$ cat src/rtl/bspc_cell.sv
// One population cell: holds the red and total allele counts of the site.
// Compares its counts against a table word slice and passes the match along.
module bspc_cell #(
    parameter int COUNT_BITS = 8
) (
    input  logic                  i_clk,
    input  logic                  i_rst_n,
    input  logic                  i_add_en,
    input  logic [1:0]            i_add_red,
    input  logic [1:0]            i_add_tot,
    input  logic                  i_clear,
    input  logic [COUNT_BITS-1:0] i_ref_red,
    input  logic [COUNT_BITS-1:0] i_ref_tot,
    input  logic                  i_match,
    output logic                  o_match,
    output logic [COUNT_BITS-1:0] o_red,
    output logic [COUNT_BITS-1:0] o_tot
);

    localparam logic [COUNT_BITS:0] CNT_MAX = {1'b0, {COUNT_BITS{1'b1}}};

    logic [COUNT_BITS-1:0] r_red, n_red, r_tot, n_tot;
    logic [COUNT_BITS:0]   w_red_sum, w_tot_sum;

    // Saturating accumulation.
    assign w_red_sum = {1'b0, r_red} + {{(COUNT_BITS-1){1'b0}}, i_add_red};
    assign w_tot_sum = {1'b0, r_tot} + {{(COUNT_BITS-1){1'b0}}, i_add_tot};

    always_comb begin
        n_red = r_red;
        n_tot = r_tot;
        if (i_clear) begin
            n_red = '0;
            n_tot = '0;
        end else if (i_add_en) begin
            n_red = (w_red_sum > CNT_MAX) ? CNT_MAX[COUNT_BITS-1:0] : w_red_sum[COUNT_BITS-1:0];
            n_tot = (w_tot_sum > CNT_MAX) ? CNT_MAX[COUNT_BITS-1:0] : w_tot_sum[COUNT_BITS-1:0];
        end
    end

    always_ff @(posedge i_clk) begin
        if (!i_rst_n) begin
            r_red <= '0;
            r_tot <= '0;
        end else begin
            r_red <= n_red;
            r_tot <= n_tot;
        end
    end

    // Match chain link.
    assign o_match = i_match && (r_red == i_ref_red) && (r_tot == i_ref_tot);
    assign o_red   = r_red;
    assign o_tot   = r_tot;

endmodule

$ cat config.mk
export PLATFORM = sky130hd
export DESIGN_NAME = bspc_cell
export DESIGN_NICKNAME = d
export VERILOG_FILES = /design/src/rtl/bspc_cell.sv
export SDC_FILE = /design/constraint.sdc
export NUM_CORES = 1
export LEC_CHECK = 0
export ABC_AREA = 1
export BUFFER_PORTS_ARGS = -buffer_cell sky130_fd_sc_hd__buf_2
export CELL_PAD_IN_SITES_DETAIL_PLACEMENT = 0
export CELL_PAD_IN_SITES_GLOBAL_PLACEMENT = 1
export CORE_MARGIN = 2
export CORE_UTILIZATION = 36
export CTS_CLUSTER_SIZE = 8
export DETAILED_ROUTE_END_ITERATION = 16
export MAX_ROUTING_LAYER = met4
export PLACE_DENSITY_LB_ADDON = 0.12
export SETUP_SLACK_MARGIN = 0.4
export SYNTH_ARGS = -nofsm -noshare
export SYNTH_HDL_FRONTEND = slang
export SYNTH_SLANG_ARGS = --single-unit
$ cat constraint.sdc
create_clock -name i_clk -period 3.2 [get_ports i_clk]
set_input_delay 0 -clock i_clk [delete_from_list [all_inputs] [get_ports i_clk]]
set_output_delay 0 -clock i_clk [all_outputs]
set_load 0.05 [all_outputs]
* Word-level counts from Yosys, hierarchy flattened
Index checks and enable logic that the tools add are counted.
** Cells by class
- Reduce and logical (&&, ||, !) cells :: 3
- Magnitude comparators :: 2
- Bitwise gates (word level) :: 1
- Multipliers :: 0
- Muxes and demuxes :: 2
- Equal/unequal tests :: 2
- Shifts and indexed selects :: 0
- Divide/modulo/power cells :: 0
- Add/subtract/negate cells :: 2
** Operator list (count)
- $add A8 B2 Y9 :: 2
- $gt A9 B8 Y1 const B :: 2
- $eq A8 B8 Y1 :: 2
- $mux W8 :: 2
- $logic_and A1 B1 Y1 :: 2
- $reduce_or A2 Y1 :: 1
- $not A1 Y1 :: 1
** Storage, ports and cells
- RAM bits :: 0
- Memories kept :: 0
- Word-level logic and storage cells :: 14
- Bits in latches :: 0
- Input bits :: 25
- Flip-flop bits (word level) :: 16
- Memory bits (read-only) :: 0

* Logic depth before layout (Yosys ltp)
- Word-level depth :: 3
- Mapped depth :: 8

* Least setup slack after synthesis
Ideal clock, no wire load.
- Kind :: register -> output
- Start point :: register r_tot[5] (netlist: o_tot[5])
- End point :: output o_match
- Setup slack :: 1359 ps
- Buffers on the path :: 0
- Data arrival time :: 1841 ps
- Cell stages (with the launch flop) :: 9
- Required time :: 3200 ps
- Path through :: dfxtp_1 -> inv_2 -> nand2_1 -> nand2_1 -> nor2_1 -> nand2_1 -> nor2_1 -> nand2_1 -> nor2_1
** Between the ends
- Cells in the longest elaborated chain, start to end :: 2
** RTL lines
- from (decl) :: RTL line 22 : logic [COUNT_BITS-1:0] r_red, n_red, r_tot, n_tot;
- from (signal assigned) :: RTL line 47 : r_tot <= n_tot;
- $eq A8 B8 Y1 :: RTL line 52 : assign o_match = i_match && (r_red == i_ref_red) && (r_tot == i_ref_tot);
- $logic_and A1 B1 Y1 :: RTL line 52
- to (decl) :: RTL line 15 : output logic o_match,
No other way between the ends.

* Final worst setup path
- Start point :: register r_red[1] (netlist: o_red[1])
- End point :: output o_match
** Between the ends
- Cells in the longest elaborated chain, start to end :: 3
** RTL lines
- from (decl) :: RTL line 22
- from (signal assigned) :: RTL line 46 : r_red <= n_red;
- $eq A8 B8 Y1 :: RTL line 52
- $logic_and A1 B1 Y1 (2 in series) :: RTL line 52
No other way between the ends.

==> impl_metrics.py <==
metrics = {
    "timing": {
        "period_minus_slack_ps": 1650,
        "finalSetupViolations": 0,
        "hold_viol": 0,
        "slew_headroom": 0.711,
        "tightest_slew_ps": 433,
        "setup_tns_ps": 0,
        "final_max_slew_viol_count": 0,
        "fin_hold_ws_ps": 36.7,
        "skew_ps": 0.976,
        "timing.final.crit_share": 0.516,
        "rsz0062_at_grt": "no",
        "fmax_mhz": 605,
    },
    "floorplan": {
        "core_area_um2": 3310,
        "num_rows": 21,
        "io_pins": 42,
        "die_w_um": 62.5,
        "die_h_um": 62.5,
        "initial_utilization": 0.372,
        "dieArea_um2": 3900,
    },
    "detailed_routing": {
        "dr.pass1.iters": 4,
        "vias": 1282,
        "drtAntennaViolNets": 0,
        "drc": 0,
        "dr.first_iter.drc_count": 80,
        "avgRoutedWirePerCell_um": 11.4,
        "via_per_inst": 4.56,
        "routed_wl_um": 3190,
    },
    "flow_run": {
        "maxCapViolCount": 0,
    },
    "global_routing": {
        "grt_start_max_net_pins": 23,
        "grt_pass1_vias": 1180,
        "grtUsageTotal": 0.173,
        "grt-ovfl-total": 0,
        "antenna_found_initial": 0,
        "grt_pass1_wl_um": 5270,
    },
    "hold_path": {
        "hp-class": "input pin to flop",
    },
    "run_status": {
        "status": "complete, no violations",
    },
    "cts": {
        "cts_setup_buffers": 0,
        "cts_sinks": 16,
        "cts.path.max_buffers": 2,
        "cts.root.buffer_cell": "clkbuf_4",
        "cts_made_buffers": 3,
        "clkLatencyLatePin_ps": 290,
        "cts_tree": "built",
        "h-tree-depth": 1,
        "cts_resized": 0,
        "clk_pin_slew_ps": 100,
    },
    "synthesis": {
        "yosysWarnings": 0,
        "ys_ff_latch": 16,
        "syn-mean-instance-area_um2": 6.41,
        "syn_inst": 192,
        "synth_cell_type_count": 25,
        "netlist_area_um2": 1230,
        "syn_nets": 223,
        "synth_seq_area_share": 0.260,
    },
    "setup_path": {
        "crit_required_ps": 3200,
        "startpoint_type": "flop",
        "critical_path_class": "flop to primary output",
        "crit_fanout": 5,
        "critPathArrivalTime_ps": 1650,
        "critPathCaptureType": "primary output",
        "r2r_setup_slack_ps": 1610,
    },
    "pwr": {
        "power.density_nw_per_um2": 269,
        "finalPower_w": 0.000408,
        "p_leak_nw": 0.896,
        "net-switching-power_w": 0.000130,
        "switching_share": 0.318,
        "clockPowerShare": 0.274,
        "vdd_drop_max_mv": 0.0894,
        "power.internal_w": 0.000279,
        "seq_power_share": 0.513,
        "p_comb_frac": 0.212,
    },
    "cells_and_area": {
        "multi_input_area_um2": 777,
        "drive_gt1_frac": 0.251,
        "fin_util": 0.458,
        "insertedDiodeCount": 0,
        "area.sequential_um2": 320,
        "fillCellCount": 374,
        "fin_nets": 268,
        "syn2layout_area_growth_pct": 23.2,
    },
    "placement": {
        "port-buffer-count": 41,
        "gp_congestion": 0.762,
        "dp_hpwl_um": 2510,
    },
}
final timing paths:
| kind | endpoint | cells past startpoint | from |
|---|---|---|---|
| setup / recovery | o_match | 9 | o_red[1] |
| hold / removal | o_tot[0] | 4 | i_add_tot[0] |
| setup reg to reg | o_red[6] | 8 | o_red[0] |
| hold reg to reg | o_red[6] | 2 | o_red[6] |
what timing repair did:
item                                    CTS  global route
hold endpoints to repair                  3             0
hold buffers                              1             0
endpoints found under the setup margin    0             0
cells by family after synthesis:
family          count (synthesis)  share of synthesized area
simple gates                  100                      0.384
buf+inv                        35                      0.109
compound gates                 27                      0.117
flops                          16                      0.260
xor+xnor                        8                     0.0569
fa+ha+maj                       6                     0.0732
Yosys cell counts (all sizes together):
master | number | share of area
dfxtp | 16 | 0.26
a31oi | 1 | 0.0051
ha | 4 | 0.041
nand2 | 62 | 0.21
nand4 | 4 | 0.030
o21ai | 12 | 0.052
nand3 | 15 | 0.061
nor3 | 1 | 0.0041
nor2 | 17 | 0.077
xor2 | 8 | 0.057
inv | 33 | 0.10
o22ai | 1 | 0.0051
fa | 2 | 0.033
nand3b | 1 | 0.0061
a21oi | 12 | 0.049
buf | 2 | 0.0081
o21bai | 1 | 0.0061
state kept, by name, summed over array words and instances (netlist names):
| name | flops |
|---|---|
| o_red | 8 |
| o_tot | 8 |
worst max-delay path, cell delays in order, from the launching register on:
cell     delay, ps
dfxtp_1        430
inv_1           90
nand2_1         70
nand2_1         60
nor2_1         110
nand2_1         80
nor2_1         110
nand2_1         60
nor2_1          90
buf_2          260
layout by cell type, fill, tap and decap left out, types with 3 or more instances in the layout:
cell type	netlist	routed
dfxtp_1	16	16
clkbuf_4	0	3
o21ai_1	4	4
xor2_1	8	8
o21ai_0	7	7
inv_1	28	28
nand3_1	15	15
nor2_1	14	14
inv_2	5	5
nand2_1	58	58
a21oi_1	12	12
buf_2	2	41
ha_1	4	4
power groups by stage:
stage           logic, W  clock network (W)  registers, W
2_1_floorplan  0.0000383                  0      0.000229
3_3_place_gp   0.0000859                  0      0.000214
3_5_place_dp   0.0000863                  0      0.000214
4_1_cts        0.0000878           0.000120      0.000210
5_1_grt        0.0000964           0.000129      0.000211
6_report       0.0000867           0.000112      0.000210
layer usage:
| metal | vias up | routed length, µm | global-route usage |
|---|---|---|---|
| li1 | 689 | - | - |
| met1 | 565 | 1480 | 0.201 |
| met2 | 26 | 1580 | 0.310 |
| met3 | 2 | 112 | 0.0234 |
| met4 | 0 | 21 | 0.0500 |
| met5 | - | 0 | - |
area by class of cell:
cell class	instances	area share
multi-input combinational	141	0.512
clock buffer	3	0.0149
inverter	33	0.0817
timing repair buffer	42	0.142
sequential	16	0.211
tap	46	0.0380
metrics by stage:
step	cells	setup slack [ps]	area, µm²
after floorplan	192	1360	1230
after CTS	281	1490	1520
after detailed placement	277	1620	1480
after global routing	281	1370	1520
final	281	1550	1520
after global placement	277	1650	1480
(Power assumes the default switching activity.)
